==> src/rtl/dssh_pkg.sv <==
// Shared types and constants for the serial setup handshake block.
// No dependencies; used by every module of the block.
package dssh_pkg;

    localparam int MAX_CHANNELS = 16;
    localparam int CNT_W        = $clog2(MAX_CHANNELS + 1);
    localparam int IDX_W        = (MAX_CHANNELS > 1) ? $clog2(MAX_CHANNELS) : 1;
    localparam int CHAN_W       = 6;
    localparam int SEEN_W       = 4;
    localparam int ADDR_W       = 5;
    localparam int DATA_W       = 64;

    localparam logic [7:0] REPLY_ACK         = 8'h00;
    localparam logic [7:0] REPLY_SYNC_FAIL   = 8'hFF;
    localparam logic [7:0] REPLY_BAD_CHANNEL = 8'hFE;

    localparam logic [7:0]        RST_CONFIRM_BYTE = 8'd1;
    localparam logic [7:0]        RST_RESTART_BYTE = 8'd42;
    localparam logic [SEEN_W-1:0] RST_REPEATS      = SEEN_W'(4);
    localparam logic [63:0]       RST_MASK         = 64'd0;

    // register index = paddr[4:3]
    typedef enum logic [1:0] {
        REG_CONFIRM = 2'd0,
        REG_RESTART = 2'd1,
        REG_REPEATS = 2'd2,
        REG_MASK    = 2'd3
    } t_reg_idx;

    typedef struct packed {
        logic [7:0]        confirm_byte;
        logic [7:0]        restart_byte;
        logic [SEEN_W-1:0] restart_repeats;
        logic [63:0]       valid_channel_mask;
    } t_cfg;

    typedef struct packed {
        logic       valid;
        logic [7:0] reply_byte;
        logic       restart_request;
        logic       setup_done;
    } t_result;

endpackage

==> src/rtl/dssh_regs.sv <==
// APB configuration registers of the serial setup handshake block.
// Depends on dssh_pkg.
module dssh_regs (
    input  logic                       i_clk,
    input  logic                       i_rst_n,
    input  logic                       psel,
    input  logic                       penable,
    input  logic                       pwrite,
    input  logic [dssh_pkg::ADDR_W-1:0] paddr,
    input  logic [dssh_pkg::DATA_W-1:0] pwdata,
    output logic [dssh_pkg::DATA_W-1:0] prdata,
    output logic                       pready,
    output dssh_pkg::t_cfg             o_cfg
);

    dssh_pkg::t_cfg     r_cfg;
    dssh_pkg::t_reg_idx reg_idx;
    logic               wr_en;

    assign pready  = 1'b1;
    assign reg_idx = dssh_pkg::t_reg_idx'(paddr[4:3]);
    assign wr_en   = psel && penable && pwrite && pready;
    assign o_cfg   = r_cfg;

    always_ff @(posedge i_clk) begin
        if (!i_rst_n) begin
            r_cfg.confirm_byte       <= dssh_pkg::RST_CONFIRM_BYTE;
            r_cfg.restart_byte       <= dssh_pkg::RST_RESTART_BYTE;
            r_cfg.restart_repeats    <= dssh_pkg::RST_REPEATS;
            r_cfg.valid_channel_mask <= dssh_pkg::RST_MASK;
        end else if (wr_en) begin
            unique case (reg_idx)
                dssh_pkg::REG_CONFIRM: begin
                    r_cfg.confirm_byte <= pwdata[7:0];
                end
                dssh_pkg::REG_RESTART: begin
                    r_cfg.restart_byte <= pwdata[7:0];
                end
                dssh_pkg::REG_REPEATS: begin
                    r_cfg.restart_repeats <= pwdata[dssh_pkg::SEEN_W-1:0];
                end
                dssh_pkg::REG_MASK: begin
                    r_cfg.valid_channel_mask <= pwdata;
                end
                default: begin
                end
            endcase
        end
    end

    always_comb begin
        prdata = '0;
        unique case (reg_idx)
            dssh_pkg::REG_CONFIRM: prdata = dssh_pkg::DATA_W'(r_cfg.confirm_byte);
            dssh_pkg::REG_RESTART: prdata = dssh_pkg::DATA_W'(r_cfg.restart_byte);
            dssh_pkg::REG_REPEATS: prdata = dssh_pkg::DATA_W'(r_cfg.restart_repeats);
            dssh_pkg::REG_MASK:    prdata = r_cfg.valid_channel_mask;
            default:               prdata = '0;
        endcase
    end

endmodule

==> src/rtl/dssh_ctrl.sv <==
// Handshake controller: phase machine, channel table and reply decode.
// Depends on dssh_pkg. Reply is combinational from the accepted byte.
module dssh_ctrl (
    input  logic                i_clk,
    input  logic                i_rst_n,
    input  logic                i_accept,
    input  logic [7:0]          i_rx_byte,
    input  dssh_pkg::t_cfg      i_cfg,
    output dssh_pkg::t_result   o_res
);

    typedef enum logic [1:0] {
        PH_IDLE  = 2'd0,
        PH_COUNT = 2'd1,
        PH_FILL  = 2'd2,
        PH_RUN   = 2'd3
    } t_phase;

    t_phase                           r_phase, n_phase;
    logic [dssh_pkg::CNT_W-1:0]       r_count, n_count;
    logic [dssh_pkg::CNT_W-1:0]       r_fill_index, n_fill_index;
    logic [dssh_pkg::SEEN_W-1:0]      r_seen, n_seen;
    logic [dssh_pkg::CHAN_W-1:0]      r_table [dssh_pkg::MAX_CHANNELS];

    logic                             chan_ok;
    logic                             tbl_we;
    logic [dssh_pkg::CNT_W-1:0]       fill_inc;
    logic [dssh_pkg::CNT_W-1:0]       clamped;
    logic [dssh_pkg::SEEN_W-1:0]      need;
    logic [dssh_pkg::SEEN_W:0]        seen_inc;
    logic                             fire;

    // channels above 63 have no mask bit
    assign chan_ok  = (i_rx_byte[7:6] == 2'b00) &&
                      i_cfg.valid_channel_mask[i_rx_byte[5:0]];
    assign fill_inc = r_fill_index + dssh_pkg::CNT_W'(1);
    assign clamped  = (i_rx_byte > 8'(dssh_pkg::MAX_CHANNELS)) ?
                      dssh_pkg::CNT_W'(dssh_pkg::MAX_CHANNELS) :
                      dssh_pkg::CNT_W'(i_rx_byte);
    // zero repeats acts as one
    assign need     = (i_cfg.restart_repeats == '0) ?
                      dssh_pkg::SEEN_W'(1) : i_cfg.restart_repeats;
    assign seen_inc = {1'b0, r_seen} + (dssh_pkg::SEEN_W + 1)'(1);
    assign fire     = (seen_inc >= {1'b0, need});
    assign tbl_we   = i_accept && (r_phase == PH_FILL) && chan_ok &&
                      (r_fill_index < dssh_pkg::CNT_W'(dssh_pkg::MAX_CHANNELS));

    always_comb begin
        n_phase      = r_phase;
        n_count      = r_count;
        n_fill_index = r_fill_index;
        n_seen       = r_seen;
        o_res        = '{valid: 1'b1, reply_byte: i_rx_byte,
                         restart_request: 1'b0, setup_done: 1'b0};
        unique case (r_phase)
            PH_IDLE: begin
                if (i_rx_byte == i_cfg.confirm_byte) begin
                    n_phase          = PH_COUNT;
                    o_res.reply_byte = dssh_pkg::REPLY_ACK;
                end else begin
                    o_res.reply_byte = dssh_pkg::REPLY_SYNC_FAIL;
                end
            end
            PH_COUNT: begin
                n_count      = clamped;
                n_fill_index = '0;
                if (clamped == '0) begin
                    n_phase          = PH_RUN;
                    n_seen           = '0;
                    o_res.setup_done = 1'b1;
                end else begin
                    n_phase = PH_FILL;
                end
            end
            PH_FILL: begin
                if (!chan_ok) begin
                    o_res.reply_byte = dssh_pkg::REPLY_BAD_CHANNEL;
                end else begin
                    n_fill_index = fill_inc;
                    if (fill_inc >= r_count) begin
                        n_phase          = PH_RUN;
                        n_seen           = '0;
                        o_res.setup_done = 1'b1;
                    end
                end
            end
            PH_RUN: begin
                if (i_rx_byte != i_cfg.restart_byte) begin
                    n_seen      = '0;
                    o_res.valid = 1'b0;
                end else if (fire) begin
                    n_phase               = PH_IDLE;
                    n_count               = '0;
                    n_fill_index          = '0;
                    n_seen                = '0;
                    o_res.restart_request = 1'b1;
                end else begin
                    n_seen = seen_inc[dssh_pkg::SEEN_W-1:0];
                end
            end
            default: begin
                n_phase = PH_IDLE;
            end
        endcase
    end

    always_ff @(posedge i_clk) begin
        if (!i_rst_n) begin
            r_phase      <= PH_IDLE;
            r_count      <= '0;
            r_fill_index <= '0;
            r_seen       <= '0;
        end else if (i_accept) begin
            r_phase      <= n_phase;
            r_count      <= n_count;
            r_fill_index <= n_fill_index;
            r_seen       <= n_seen;
        end
    end

    always_ff @(posedge i_clk) begin
        if (tbl_we) begin
            r_table[r_fill_index[dssh_pkg::IDX_W-1:0]] <= i_rx_byte[dssh_pkg::CHAN_W-1:0];
        end
    end

endmodule

==> src/rtl/daq_serial_setup_handshake.sv <==
// Top level of the serial setup handshake block: stream ports, APB port,
// output register. Depends on dssh_pkg, dssh_regs and dssh_ctrl.
//
// One received byte is taken per clock cycle while o_s_axis_tready is high.
// Its reply, if any, is decoded in the same cycle and sits in the output
// register from the next cycle. o_s_axis_tready is low only while the output register
// holds an item that the sink is not taking; otherwise a new byte is taken
// every cycle, also while a finished reply is being handed over. In run mode
// a byte other than the restart byte gives no reply and cancels any restart
// run in progress. The channel table has no reset and no clearing pass; the
// block is ready out of reset. Register writes take effect at once and are
// meant for idle periods.
module daq_serial_setup_handshake (
    input  logic                        i_clk,
    input  logic                        i_rst_n,
    input  logic                        i_s_axis_tvalid,
    output logic                        o_s_axis_tready,
    input  logic [7:0]                  i_s_axis_tdata,   // [7:0] rx_byte
    output logic                        o_m_axis_tvalid,
    input  logic                        i_m_axis_tready,
    output logic [7:0]                  o_m_axis_tdata,   // [7:0] reply_byte
    output logic [1:0]                  o_m_axis_tuser,   // [0] restart_request, [1] setup_done
    input  logic                        psel,
    input  logic                        penable,
    input  logic                        pwrite,
    input  logic [dssh_pkg::ADDR_W-1:0] paddr,
    input  logic [dssh_pkg::DATA_W-1:0] pwdata,
    output logic [dssh_pkg::DATA_W-1:0] prdata,
    output logic                        pready
);

    dssh_pkg::t_cfg    cfg;
    dssh_pkg::t_result res;
    logic              accept;

    logic              r_valid;
    logic [7:0]        r_reply;
    logic [1:0]        r_user;

    assign o_s_axis_tready = !r_valid || i_m_axis_tready;
    assign accept          = i_s_axis_tvalid && o_s_axis_tready;

    dssh_regs u_regs (
        .i_clk   (i_clk),
        .i_rst_n (i_rst_n),
        .psel    (psel),
        .penable (penable),
        .pwrite  (pwrite),
        .paddr   (paddr),
        .pwdata  (pwdata),
        .prdata  (prdata),
        .pready  (pready),
        .o_cfg   (cfg)
    );

    dssh_ctrl u_ctrl (
        .i_clk     (i_clk),
        .i_rst_n   (i_rst_n),
        .i_accept  (accept),
        .i_rx_byte (i_s_axis_tdata),
        .i_cfg     (cfg),
        .o_res     (res)
    );

    always_ff @(posedge i_clk) begin
        if (!i_rst_n) begin
            r_valid <= 1'b0;
        end else if (accept) begin
            r_valid <= res.valid;
        end else if (i_m_axis_tready) begin
            r_valid <= 1'b0;
        end
    end

    always_ff @(posedge i_clk) begin
        if (accept) begin
            r_reply <= res.reply_byte;
            r_user  <= {res.setup_done, res.restart_request};
        end
    end

    assign o_m_axis_tvalid = r_valid;
    assign o_m_axis_tdata  = r_reply;
    assign o_m_axis_tuser  = r_user;

endmodule

==> config.mk <==
export PLATFORM = sky130hd
export DESIGN_NAME = daq_serial_setup_handshake
export DESIGN_NICKNAME = d
export VERILOG_FILES = /design/src/rtl/dssh_pkg.sv /design/src/rtl/dssh_regs.sv /design/src/rtl/dssh_ctrl.sv /design/src/rtl/daq_serial_setup_handshake.sv
export SDC_FILE = /design/constraint.sdc
export NUM_CORES = 1
export LEC_CHECK = 0
export BUFFER_PORTS_ARGS = -buffer_cell sky130_fd_sc_hd__buf_2
export CAP_MARGIN = 0
export CORE_MARGIN = 2
export CORE_UTILIZATION = 49
export DETAILED_ROUTE_END_ITERATION = 10
export GPL_ROUTABILITY_DRIVEN = 0
export PLACE_DENSITY = 0.86
export SLEW_MARGIN = 0
export SYNTH_ARGS = -nofsm -noshare
export SYNTH_HDL_FRONTEND = slang
export SYNTH_SLANG_ARGS = --single-unit
==> constraint.sdc <==
create_clock -name i_clk -period 2.25 [get_ports i_clk]
set_clock_uncertainty 0.1 [all_clocks]
set_input_delay 0.225 -clock i_clk [delete_from_list [all_inputs] [get_ports i_clk]]
set_output_delay 0.225 -clock i_clk [all_outputs]
set_load 0.02 [all_outputs]
# Word-level counts from Yosys, hierarchy flattened
# Cells that the tools add are included.
dict set report totals {
  ff_bits 111
  input_bits 84
  output_inout_bits 77
}
dict set report op_classes {
  n_addsub 2
  n_lt_le_gt_ge 4
  eq_ne 14
  n_mux 35
  n_bitwise 1
  n_reduce_logical 23
}
# operator count
set op_table {}
lappend op_table {{one-hot mux 64 bit (4 select lines)} 1}
lappend op_table {{2-to-1 mux 4 bit} 6}
lappend op_table {{2-to-1 mux 5 bit} 4}
lappend op_table {{2-to-1 mux 8 bit} 2}
lappend op_table {{one-hot mux 8 bit (2 select lines)} 1}
lappend op_table {{one-hot mux 5 bit (3 select lines)} 1}
lappend op_table {{one-hot mux 4 bit (3 select lines)} 1}
lappend op_table {{2-to-1 mux 1 bit} 10}
lappend op_table {{2-to-1 mux 2 bit} 5}
lappend op_table {{one-hot mux 5 bit (2 select lines)} 1}
lappend op_table {{AND reduction 5 bit} 2}
lappend op_table {{equality test 2 bit, second input constant} 4}
lappend op_table {{equality test 8 bit} 1}
lappend op_table {{> comparator 8 x 5 -> 1 bit, second input constant} 1}
lappend op_table {{!= test 2 x 1 -> 1 bit, second input constant} 4}
lappend op_table {{!= test 8 bit} 1}
lappend op_table {{one-hot mux 2 bit (4 select lines)} 1}
lappend op_table {{AND reduction 2 bit} 4}
lappend op_table {{less-than comparator 6 x 7 -> 1 bit, second input constant} 1}
lappend op_table {{binary-select mux 1 bit (select 6 bit)} 1}
lappend op_table {{zero test 2 bit} 3}
lappend op_table {{AND reduction 6 bit} 1}
lappend op_table {{adder 4 x 1 -> 5 bit, second input constant} 1}
lappend op_table {{adder 5 x 1 -> 5 bit, second input constant} 1}
lappend op_table {{15 further kinds} 21}

# Logic depth before layout (Yosys ltp)
# Gate-level depths: netlist (run 1).
dict set report logic_depth {
  word_depth 6
  depth_mapped 11
  depth_no_buf 10
}

# Modules after synthesis
# A second synthesis (run 1) with hierarchy kept.
dict set report unflattened {
  hier_cells 705
  hier_area_um2 6550.0
}
# mod n_inst cells_each area_each_um2 seq_area_each_um2
set by_module_without_submodules {}
lappend by_module_without_submodules {dssh_regs 1 441 4018.9 1681.6}
lappend by_module_without_submodules {dssh_ctrl 1 249 2173.3 320.3}
lappend by_module_without_submodules {daq_serial_setup_handshake 1 15 357.8 320.3}

# Worst setup path before layout (run 1)
# OpenSTA, ideal clock, no wires.
dict set report synth_timing {
  path_kind {flip-flop to flip-flop}
  start {reg u_ctrl.r_seen[0] (netlist name)}
  end {reg u_ctrl.r_count[0] (netlist name)}
  arrival_ps 2305
  required_ps 2074
  setup_slack_ps -231
  stages_incl_launch_ff 10
  path_buffers 0
  synth_period_minus_slack_ps 2481
  cell_sequence {dfxtp_1 -> ha_1 -> xor2_1 -> ha_1 -> o21ai_0 -> o21ai_0 -> o211ai_1 -> o21bai_1 -> or2_2 -> a21boi_0}
}
dict set report synth_between {
  elab_chain_cells 4
}
# element line_no
set synth_lines {}
lappend synth_lines {{from (decl)} dssh_ctrl.sv:22} ;# logic [dssh_pkg::SEEN_W-1:0] r_seen, n_seen;
lappend synth_lines {{from (signal assigned)} dssh_ctrl.sv:117} ;# r_seen <= n_seen;
lappend synth_lines {{adder 4 x 1 -> 5 bit} dssh_ctrl.sv:43} ;# assign seen_inc = {1'b0, r_seen} + (dssh_pkg::SEEN_W + 1)'(1);
lappend synth_lines {{>= comparator 5 x 4 -> 1 bit} dssh_ctrl.sv:44} ;# assign fire = (seen_inc >= {1'b0, need});
lappend synth_lines {{!= test 2 x 1 -> 1 bit (no source line)} --}
lappend synth_lines {{AND reduction 4 bit (no source line)} --}
lappend synth_lines {{to (signal assigned)} dssh_ctrl.sv:115} ;# r_count <= n_count;
lappend synth_lines {{to (decl)} dssh_ctrl.sv:20} ;# logic [dssh_pkg::CNT_W-1:0] r_count, n_count;
# No other way between the ends.
# A chain may end at the register's enable or synchronous reset.

# Worst setup path after layout (run 1)
dict set report layout_timing {
  start {reg u_regs.r_cfg, in the netlist u_regs.o_cfg[67]}
  end {reg u_ctrl.r_seen[2] (netlist name)}
}
dict set report layout_between {
  elab_chain_cells 6
}
# element line_no
set layout_lines {}
lappend layout_lines {{from (decl)} dssh_regs.sv:16} ;# dssh_pkg::t_cfg r_cfg;
lappend layout_lines {{zero test 4 bit} dssh_ctrl.sv:41} ;# assign need = (i_cfg.restart_repeats == '0) ?
lappend layout_lines {{2-to-1 mux 4 bit *} dssh_ctrl.sv:41}
lappend layout_lines {{>= comparator 5 x 4 -> 1 bit *} dssh_ctrl.sv:44}
lappend layout_lines {{2-to-1 mux 4 bit *} dssh_ctrl.sv:91} ;# end else if (fire) begin
lappend layout_lines {{2-to-1 mux 4 bit *} dssh_ctrl.sv:88} ;# if (i_rx_byte != i_cfg.restart_byte) begin
lappend layout_lines {{one-hot mux 4 bit (3 select lines) *} dssh_ctrl.sv:55} ;# unique case (r_phase)
# Mark *: on every way between the ends. The rest lies on a longest branch, timed or not.

==> results of run 1 <==
-- final timing paths --
path / to / slack (ns) / cells after the start
worst min register to register: u_ctrl.r_count[1] / 0.36 / 2
worst max-delay path: u_ctrl.r_seen[2] / -0.28 / 10
worst min-delay path: u_regs.o_cfg[32] / 0.009 / 3
worst max register to register: u_ctrl.r_seen[2] / -0.28 / 10
-- metrics by stage --
stage	setup WS [ns]	power [mW]	hold slack [ns]	cell area [µm²]	util
floorplan	-0.199	2.35	0.249	6430	-
global placement	-0.275	2.53	0.341	7730	0.615
detailed placement	-0.347	2.54	0.363	7730	0.615
CTS	-0.154	3.97	0.00814	8110	0.646
global route	-0.345	4.09	0.00914	8180	0.651
finish	-0.279	3.97	0.00880	8180	0.651
-- per-layer routing --
metal | vias up | wire (µm) | GRT usage
li1 | 2837 | - | -
met1 | 2773 | 7340 | 0.325
met2 | 244 | 8860 | 0.458
met3 | 31 | 1430 | 0.0803
met4 | 0 | 345 | 0.0776
met5 | - | 0 | 0
-- tightest hold or removal path, stage by stage --
cell and delay, ns:
buf_2 0.09, nand2_1 0.04, a21boi_0 0.06
-- power by group --
group	leakage (nW)	internal [mW]	switching [mW]	total, mW
combinational	2.59	0.222	0.260	0.481
sequential	0.893	2.01	0.0179	2.03
clock	0.122	0.743	0.718	1.46
total	3.60	2.98	0.995	3.97
-- registers in the layout, indices dropped and copies added, names as in the netlist --
register and count:
o_m_axis_tdata 8, u_ctrl.r_fill_index 5, u_ctrl.r_phase 2, u_ctrl.r_seen 4, o_m_axis_tuser 2, u_regs.o_cfg 84
u_ctrl.r_count 5, o_m_axis_tvalid 1
-- cells in the mapped netlist, drive strengths merged, types with 3 or more instances --
cell type	n	area share
a211o	5	0.0070
a211oi	5	0.0060
a21boi	70	0.084
a21o	11	0.013
a22o	3	0.0042
and3	57	0.057
buf	14	0.021
clkbuf	38	0.023
dfxtp	101	0.32
edfxtp	10	0.048
ha	15	0.030
inv	16	0.0096
mux2	3	0.0054
mux2i	51	0.081
mux4	10	0.038
nand2	167	0.10
nand2b	4	0.0040
nand3	14	0.011
nand3b	4	0.0048
nand4	4	0.0040
nor2	12	0.0072
nor2b	18	0.018
nor3	5	0.0048
nor4	4	0.0050
o21ai	11	0.0088
o2bb2ai	3	0.0042
or2	6	0.0060
xnor2	19	0.027
-- cell families after synthesis --
group	synth area share
AND/OR/NAND/NOR	0.231
AO/OA/AOI/OAI	0.151
flip-flops	0.371
buffers and inverters	0.0617
multiplexers	0.125
XOR/XNOR	0.0293
adder cells (fa/ha/maj)	0.0299
other	0.000598
-- timing repair --
action                                  in CTS  in global routing
cloned                                       1                  0
hold endpoints to repair                     0                  0
hold buffers                                 0                  0
resized for setup                           18                 13
endpoints found under the setup margin      15                 25
buffers inserted                             5                  2
pin swaps                                   10                 15
-- cell type report --
class / instances / share of cell area
repair buffers: 234 / 0.180
clock inverters: 3 / 0.00260
multi-input cells: 529 / 0.470
clock buffers: 11 / 0.0284
inverters: 16 / 0.00734
flip-flops and latches: 111 / 0.286
well taps: 172 / 0.0263
==> impl_metrics.yaml, run 1 <==
run_status:
  status: "finished with violations"
  violations: "negative setup slack"
synthesis:
  syn_nets: 809
  async_flop_share: 0
  yosysWarningCount: 0
  synth_edf_count: 10
  yosys_register_bits: 111
  synth_seq_area_share: 0.371
  postSynthCellCount: 710
  postSynthAreaPerCell_um2: 8.83
  syn-cell-area_um2: 6270
  ys.flop_type: "dfxtp_1"
  ys_types: 62
setup_path:
  critPathMaxStageDelay_ns: 0.46
  cp_top_family: "compound AO/OA/AOI/OAI gates"
  crit_slowest_cell: "or4_1"
  crit_chain: "inv_1, a31o_4, ha_4, nand2b_4, a211oi_2, o21ai_2, o31ai_1, or4_1, o2111ai_2, a21bo_2"
  end_kind: "flop"
  critPathArrivalTime_ns: 2.68
  worst-path-buf-inv: 1
  worstSetupPathType: "flop to flop"
  critPathLaunchType: "flop"
  cp_max_fo: 4
  cp.required_ns: 2.40
  r2r-start: "u_regs.o_cfg[67]"
  cp-startpoint: "u_regs.o_cfg[67]"
sta:
  hold_violations: 0
  tightest_slew_ns: 0.519
  final.period_utilization: 1.12
  tns_ns: -2.14
  max_freq_ghz: 0.395
  finalSetupViolCount: 17
  fin_crit_ns: 2.53
  rsz0062_at_grt: "yes"
  finalWorstSetupSlack_ns: -0.279
  relSlewSlack: 0.653
  slew_viol_final: 0
hold_path:
  hp-start: "pwdata[32]"
  hold_path_class: "input port to flop"
drt:
  drt_iter0_drc: 442
  drt-wirelength-per-cell_um: 16.7
  ant_nets: 0
  drtPass1Iterations: 5
  vias_per_cell: 5.47
  drc: 0
  routed_wl_mm: 18.0
  vias: 5885
place:
  place.port_buffers: 156
  dpl.hpwl_mm: 12.7
  place_inst: 1055
clock_network:
  cts_made_buffers: 9
  worstSkewPairLatency_ns: 0.36
  cts.clk_slew.worst_paths_ns: 0.07
  htree_num_levels: 3
  clock-sinks: 111
  cts_tree: "done"
  ctsLongestPathBuffers: 2
  cts_root_buf: "clkbuf_16"
grt:
  overflow: 0
  antenna_found_initial: 0
  grt_usage: 0.267
  grt_pass1_wl_mm: 28.4
  grt_max_degree: 61
  grt_pass1_vias: 5753
floorplan:
  initial_utilization: 0.499
  placementRows: 41
  fp.dieW_um: 117
  core_area_um2: 12600
  die-area_um2: 13700
  fp.dieH_um: 117
  ios: 161
layout:
  n_antenna_cell: 0
  finalNonFillerCells: 1076
  seq_area_um2: 2340
  syn_to_final_growth_pct: 30.5
  multi_input_area_um2: 3840
  nNetsFinal: 1000
  mostFrequentLayoutCells: "166 x nand2_1, 156 x buf_2, 93 x dfxtp_1"
  final_common_cell: "nand2_1"
  drive_gt1_frac: 0.341
  nFillCells: 1025
power:
  p_leak_nw: 3.60
  worst_ir_drop_vdd_v: 0.000482
  p_per_area_nw_per_um2: 485
job:
  maxCapViolations: 0
No activity file was read; power rests on OpenSTA's default activity.
==> run 2: changes to the inputs <==
--- a/config.mk
+++ b/config.mk
@@ -12,6 +12,8 @@
 export DETAILED_ROUTE_END_ITERATION = 10
 export GPL_ROUTABILITY_DRIVEN = 0
 export PLACE_DENSITY = 0.86
+export RECOVER_POWER = 100
+export SKIP_LAST_GASP = 1
 export SLEW_MARGIN = 0
 export SYNTH_ARGS = -nofsm -noshare
 export SYNTH_HDL_FRONTEND = slang
==> run 2 against run 1 <==
- highest routed layer unchanged
- cell count did not move
- worst hold slack better by 0.0047 ns
- clock-buffer cell count did not move
- via count grew 0.22%
- critical endpoint unchanged
- global-route usage stayed put
- the run still ends with negative setup slack left
- sequential share of layout area up 0.48 points
- largest cell class unchanged
- clock power about the same
- sequential power barely moved
- worst setup slack got worse by 0.011 ns
==> impl_metrics.yaml, run 2 (synthesized netlist as in run 1, its figures left out) <==
drt:
  vias_per_cell: 5.48
  drt-wirelength-per-cell_um: 16.8
  routed_wl_mm: 18.0
  ant_nets: 0
  vias: 5898
  drc: 0
  drtPass1Iterations: 5
  drt_iter0_drc: 469
layout:
  syn_to_final_growth_pct: 28.4
  final_common_cell: "nand2_1"
  nFillCells: 1077
  drive_gt1_frac: 0.252
  finalNonFillerCells: 1076
  nNetsFinal: 1000
  mostFrequentLayoutCells: "166 x nand2_1, 93 x dfxtp_1, 81 x buf_2"
  seq_area_um2: 2340
  multi_input_area_um2: 3830
  utilization: 0.640
  n_antenna_cell: 0
  largest_reg_flops: 84
  design_area_um2: 8050
sta:
  final.period_utilization: 1.13
  slew_viol_final: 0
  hold_slack_ns: 0.0135
  fin_crit_ns: 2.54
  finalSetupViolCount: 24
  tns_ns: -2.46
  relSlewSlack: 0.527
  max_freq_ghz: 0.394
  rsz0062_at_grt: "yes"
  tightest_slew_ns: 0.709
  hold_violations: 0
  finalWorstSetupSlack_ns: -0.290
clock_network:
  worstSkewPairLatency_ns: 0.36
  cts.clk_slew.worst_paths_ns: 0.07
  htree_num_levels: 3
  cts_root_buf: "clkbuf_16"
  cts_made_buffers: 9
  cts_tree: "done"
  clock-sinks: 111
  ctsLongestPathBuffers: 2
place:
  place_inst: 1055
  dpl.hpwl_mm: 12.7
  place_area_um2: 7730
  dp_worst_setup_slack_ns: -0.347
  place.port_buffers: 156
job:
  maxCapViolations: 0
floorplan:
  ios: 161
  fp.dieW_um: 117
  placementRows: 41
  die-area_um2: 13700
  core_area_um2: 12600
  fp.dieH_um: 117
  initial_utilization: 0.499
setup_path:
  cp.required_ns: 2.40
  worstSetupPathType: "flop to flop"
  end_kind: "flop"
  critPathArrivalTime_ns: 2.69
  cp_max_fo: 4
  critPathLaunchType: "flop"
grt:
  grtUsageMet3: 0.0803
  grt_pass1_vias: 5753
  gr-usage-met2: 0.458
  antenna_found_initial: 0
  grt_use_met1: 0.325
  grt_max_degree: 61
  overflow: 0
  grt_usage: 0.267
  grt_busiest_layer: "met2"
  grt_pass1_wl_mm: 28.4
power:
  p_per_area_nw_per_um2: 492
  finalPower_mw: 3.96
  worst_ir_drop_vdd_v: 0.000480
  p_leak_nw: 3.29
run_status:
  status: "finished with violations"
  violations: "negative setup slack"
hold_path:
  hold_path_class: "input port to flop"
-- run 2: worst paths after layout --
kind                                        start           endpoint  slack (ns)  depth (start not counted)
worst min-delay path                   pwdata[21]   u_regs.o_cfg[21]        0.01                          3
worst max-delay path             u_regs.o_cfg[66]   u_ctrl.r_seen[2]       -0.29                         10
worst max register to register   u_regs.o_cfg[66]   u_ctrl.r_seen[2]       -0.29                         10
worst min register to register  u_ctrl.r_count[1]  u_ctrl.r_count[1]        0.36                          2
-- run 2: final cells by class --
type | instances | share of cell area
multi-input cells | 529 | 0.476
flip-flops and latches | 111 | 0.291
repair buffers | 234 | 0.168
clock buffers | 11 | 0.0289
well taps | 172 | 0.0267
inverters | 16 | 0.00746
clock inverters | 3 | 0.00264
-- run 2: power by group --
part	switching, mW	internal, mW	total [mW]
registers	0.0181	2.01	2.03
logic	0.261	0.214	0.475
clock network	0.714	0.743	1.46
-- run 2: metal layers --
metal,wire length [µm],part of all wire
met3,1320,0.073
met1,7540,0.42
met4,360,0.020
met2,8810,0.49
met5,0,0
-- run 2: repair_timing --
action / in CTS / in global routing
endpoints found under the setup margin: 15 / 25
cloned: 1 / 0
hold buffers: 0 / 0
buffers inserted: 5 / 2
gates resized for setup: 18 / 13
pin swaps: 10 / 15
-- run 2: worst max-delay path, stage by stage (launching register included) --
cell       delay, ns
dfxtp_2         0.34
inv_2           0.05
a31o_4          0.24
ha_4            0.26
nand2b_4        0.11
a211oi_2        0.06
o21ai_2         0.28
o31ai_1         0.13
or4_1           0.47
o2111ai_2       0.17
a21bo_2         0.23
==> run 3: changes to the inputs <==
--- a/config.mk
+++ b/config.mk
@@ -11,10 +11,11 @@
 export CORE_UTILIZATION = 49
 export DETAILED_ROUTE_END_ITERATION = 10
 export GPL_ROUTABILITY_DRIVEN = 0
-export PLACE_DENSITY = 0.86
+export PLACE_DENSITY = 0.85
 export RECOVER_POWER = 100
 export SKIP_LAST_GASP = 1
 export SLEW_MARGIN = 0
 export SYNTH_ARGS = -nofsm -noshare
 export SYNTH_HDL_FRONTEND = slang
+export SYNTH_HIERARCHICAL = 1
 export SYNTH_SLANG_ARGS = --single-unit
==> run 3 against run 2 <==
- the run still ends with negative setup slack left
- die area rose by 4.4%
- critical path depth rose by 1
- critical endpoint is now u_ctrl/r_seen[1]
- largest cell class unchanged
- maximum frequency fell by 2.3%
- largest power group unchanged
==> impl_metrics.yaml, run 3 <==
floorplan:
  fp.dieW_um: 120
  initial_utilization: 0.499
  core_area_um2: 13100
  ios: 161
  placementRows: 42
  fp.dieH_um: 120
  die-area_um2: 14300
synthesis:
  syn-cell-area_um2: 6550
  synth_area_leaders: "dfxtp_1 31%, mux2i_1 15%, nand2_1 9.2%"
  async_flop_share: 0
  ys_types: 69
  synth.top_cell.area_share: 0.309
  ys.flop_type: "dfxtp_1"
  synth_seq_area_share: 0.355
  synth_xor_area_frac: 0.0281
  postSynthCellCount: 705
  synth_fa_ha_area_frac: 0.0287
  synth_compound_area_frac: 0.0883
  synth_commonest_cells: "160 x nand2_1, 101 x dfxtp_1, 98 x mux2i_1"
  yosysWarningCount: 6
  synth.area.mux_share: 0.208
  postSynthAreaPerCell_um2: 9.29
  yosysTopAreaCell: "dfxtp_1"
  synth_edf_count: 10
  yosys_register_bits: 111
  synth_most_common_cell: "nand2_1"
  syn_nets: 804
  synth_top_family_by_area: "simple AND/OR/NAND/NOR gates"
  synthSimpleGateAreaFrac: 0.224
grt:
  grt_max_degree: 61
  grt_pass1_vias: 6128
  grt_usage: 0.261
  grt_pass1_wl_mm: 29.8
  overflow: 0
  antenna_found_initial: 0
setup_path:
  crit_slowest_cell: "or4b_1"
  end_kind: "flop"
  critPathMaxStageDelay_ns: 0.53
  cp.required_ns: 2.44
  critPathLaunchType: "flop"
  path_common_cell: "ha_4"
  crit_chain: "ha_4, nand3_4, xnor2_4, ha_4, or4b_4, o31a_1, o41ai_4, a2111oi_4, inv_2, or4b_1, a21oi_1"
  cp_max_fo: 7
  critPathArrivalTime_ns: 2.79
  worstSetupPathType: "flop to flop"
clock_network:
  htree_num_levels: 3
  clock-sinks: 111
  cts.clk_slew.worst_paths_ns: 0.08
  cts_root_buf: "clkbuf_16"
  ctsLongestPathBuffers: 2
  cts_tree: "done"
  cts_made_buffers: 9
  worstSkewPairLatency_ns: 0.37
place:
  dpl.hpwl_mm: 13.3
  place_inst: 1071
  place.port_buffers: 156
  dp_worst_setup_slack_ns: -0.530
job:
  maxCapViolations: 0
sta:
  fin_crit_ns: 2.60
  final.period_utilization: 1.16
  tightest_slew_ns: 1.47
  slew_viol_final: 0
  finalWorstSetupSlack_ns: -0.350
  finalSetupViolCount: 74
  max_freq_ghz: 0.385
  rsz0062_at_grt: "yes"
  hold_violations: 0
  relSlewSlack: 0.0170
run_status:
  status: "finished with violations"
  violations: "negative setup slack"
power:
  p_leak_nw: 3.85
  worst_ir_drop_vdd_v: 0.000391
  p_per_area_nw_per_um2: 495
layout:
  nNetsFinal: 1027
  finalNonFillerCells: 1109
  final_common_cell: "nand2_1"
  nFillCells: 1015
  drive_gt1_frac: 0.359
  largest_reg_flops: 84
  mostFrequentLayoutCells: "160 x nand2_1, 132 x buf_2, 98 x mux2i_1"
  utilization: 0.664
  n_antenna_cell: 0
  syn_to_final_growth_pct: 33.2
drt:
  drtPass1Iterations: 5
  drc: 0
  vias_per_cell: 5.70
  routed_wl_mm: 19.5
  vias: 6318
  drt-wirelength-per-cell_um: 17.6
  ant_nets: 0
  drt_iter0_drc: 473
hold_path:
  hold_path_class: "input port to flop"
==> run 3: worst paths after layout <==
check,startpoint,end,slack (ns),depth (start not counted)
hold reg to reg,u_regs/o_cfg[28],u_regs/o_cfg[28],0.37,2
setup reg to reg,u_ctrl/r_fill_index[0],u_ctrl/r_seen[1],-0.35,11
setup / recovery,u_ctrl/r_fill_index[0],u_ctrl/r_seen[1],-0.35,11
hold / removal,pwdata[50],u_regs/o_cfg[50],0.004,3
==> run 3: worst max-delay path, delay by kind of cell, from the launching register on <==
family / cells / cell delay [ns]
AND/OR/NAND/NOR: 3 / 0.74
AO/OA/AOI/OAI: 4 / 0.69
flip-flops: 1 / 0.36
adder cells (fa/ha/maj): 2 / 0.34
XOR/XNOR: 1 / 0.19
buffers and inverters: 1 / 0.10
==> run 3: power breakdown <==
part           internal, mW  leakage, nW  switching [mW]
Clock                 0.987        0.159           0.765
Combinational         0.234         2.80           0.307
Sequential             2.01        0.894          0.0174
Total                  3.23         3.85            1.09
==> run 3: timing repair <==
action	CTS	global route
buffers inserted	5	8
resized for setup	40	41
hold buffers	11	0
hold endpoints to repair	11	0
setup endpoints to repair	18	25
cloned	0	0
pin swaps	27	18
==> run 3: cells by family after synthesis <==
kind of cell,count (synthesis)
AND/OR/NAND/NOR,291
multiplexers,114
flip-flops,111
AO/OA/AOI/OAI,79
buffers and inverters,73
XOR/XNOR,21
adder cells (fa/ha/maj),15
other,1
==> run 3: stage by stage <==
stage | hold slack (ns) | total power [mW] | TNS [ns] | instance area [µm²]
finish | 0.00395 | 4.32 | -10.20 | 8730
global route | 0.00903 | 4.46 | -16.00 | 8730
CTS | 0.000286 | 4.33 | -3.21 | 8550
detailed placement | 0.359 | 2.57 | -7.65 | 7930
global placement | 0.352 | 2.56 | -6.24 | 7930
floorplan | 0.260 | 2.38 | -1.73 | 6600
==> run 3: cell type report <==
type                       instances  area [µm²]  share of cell area
inverter                          20        75.1             0.00860
tap                              176         220              0.0252
sequential                       111        2340               0.268
clock inverter                     6        93.8              0.0108
timing repair buffer             265        1650               0.189
clock buffer                      10         229              0.0262
multi-input combinational        521        4120               0.472
==> run 3: layer usage <==
metal	global-route usage	vias up	share of wire
li1	-	2943	-
met1	0.313	3015	0.39
met2	0.442	300	0.50
met3	0.0547	60	0.071
met4	0.132	0	0.037
met5	0	-	0
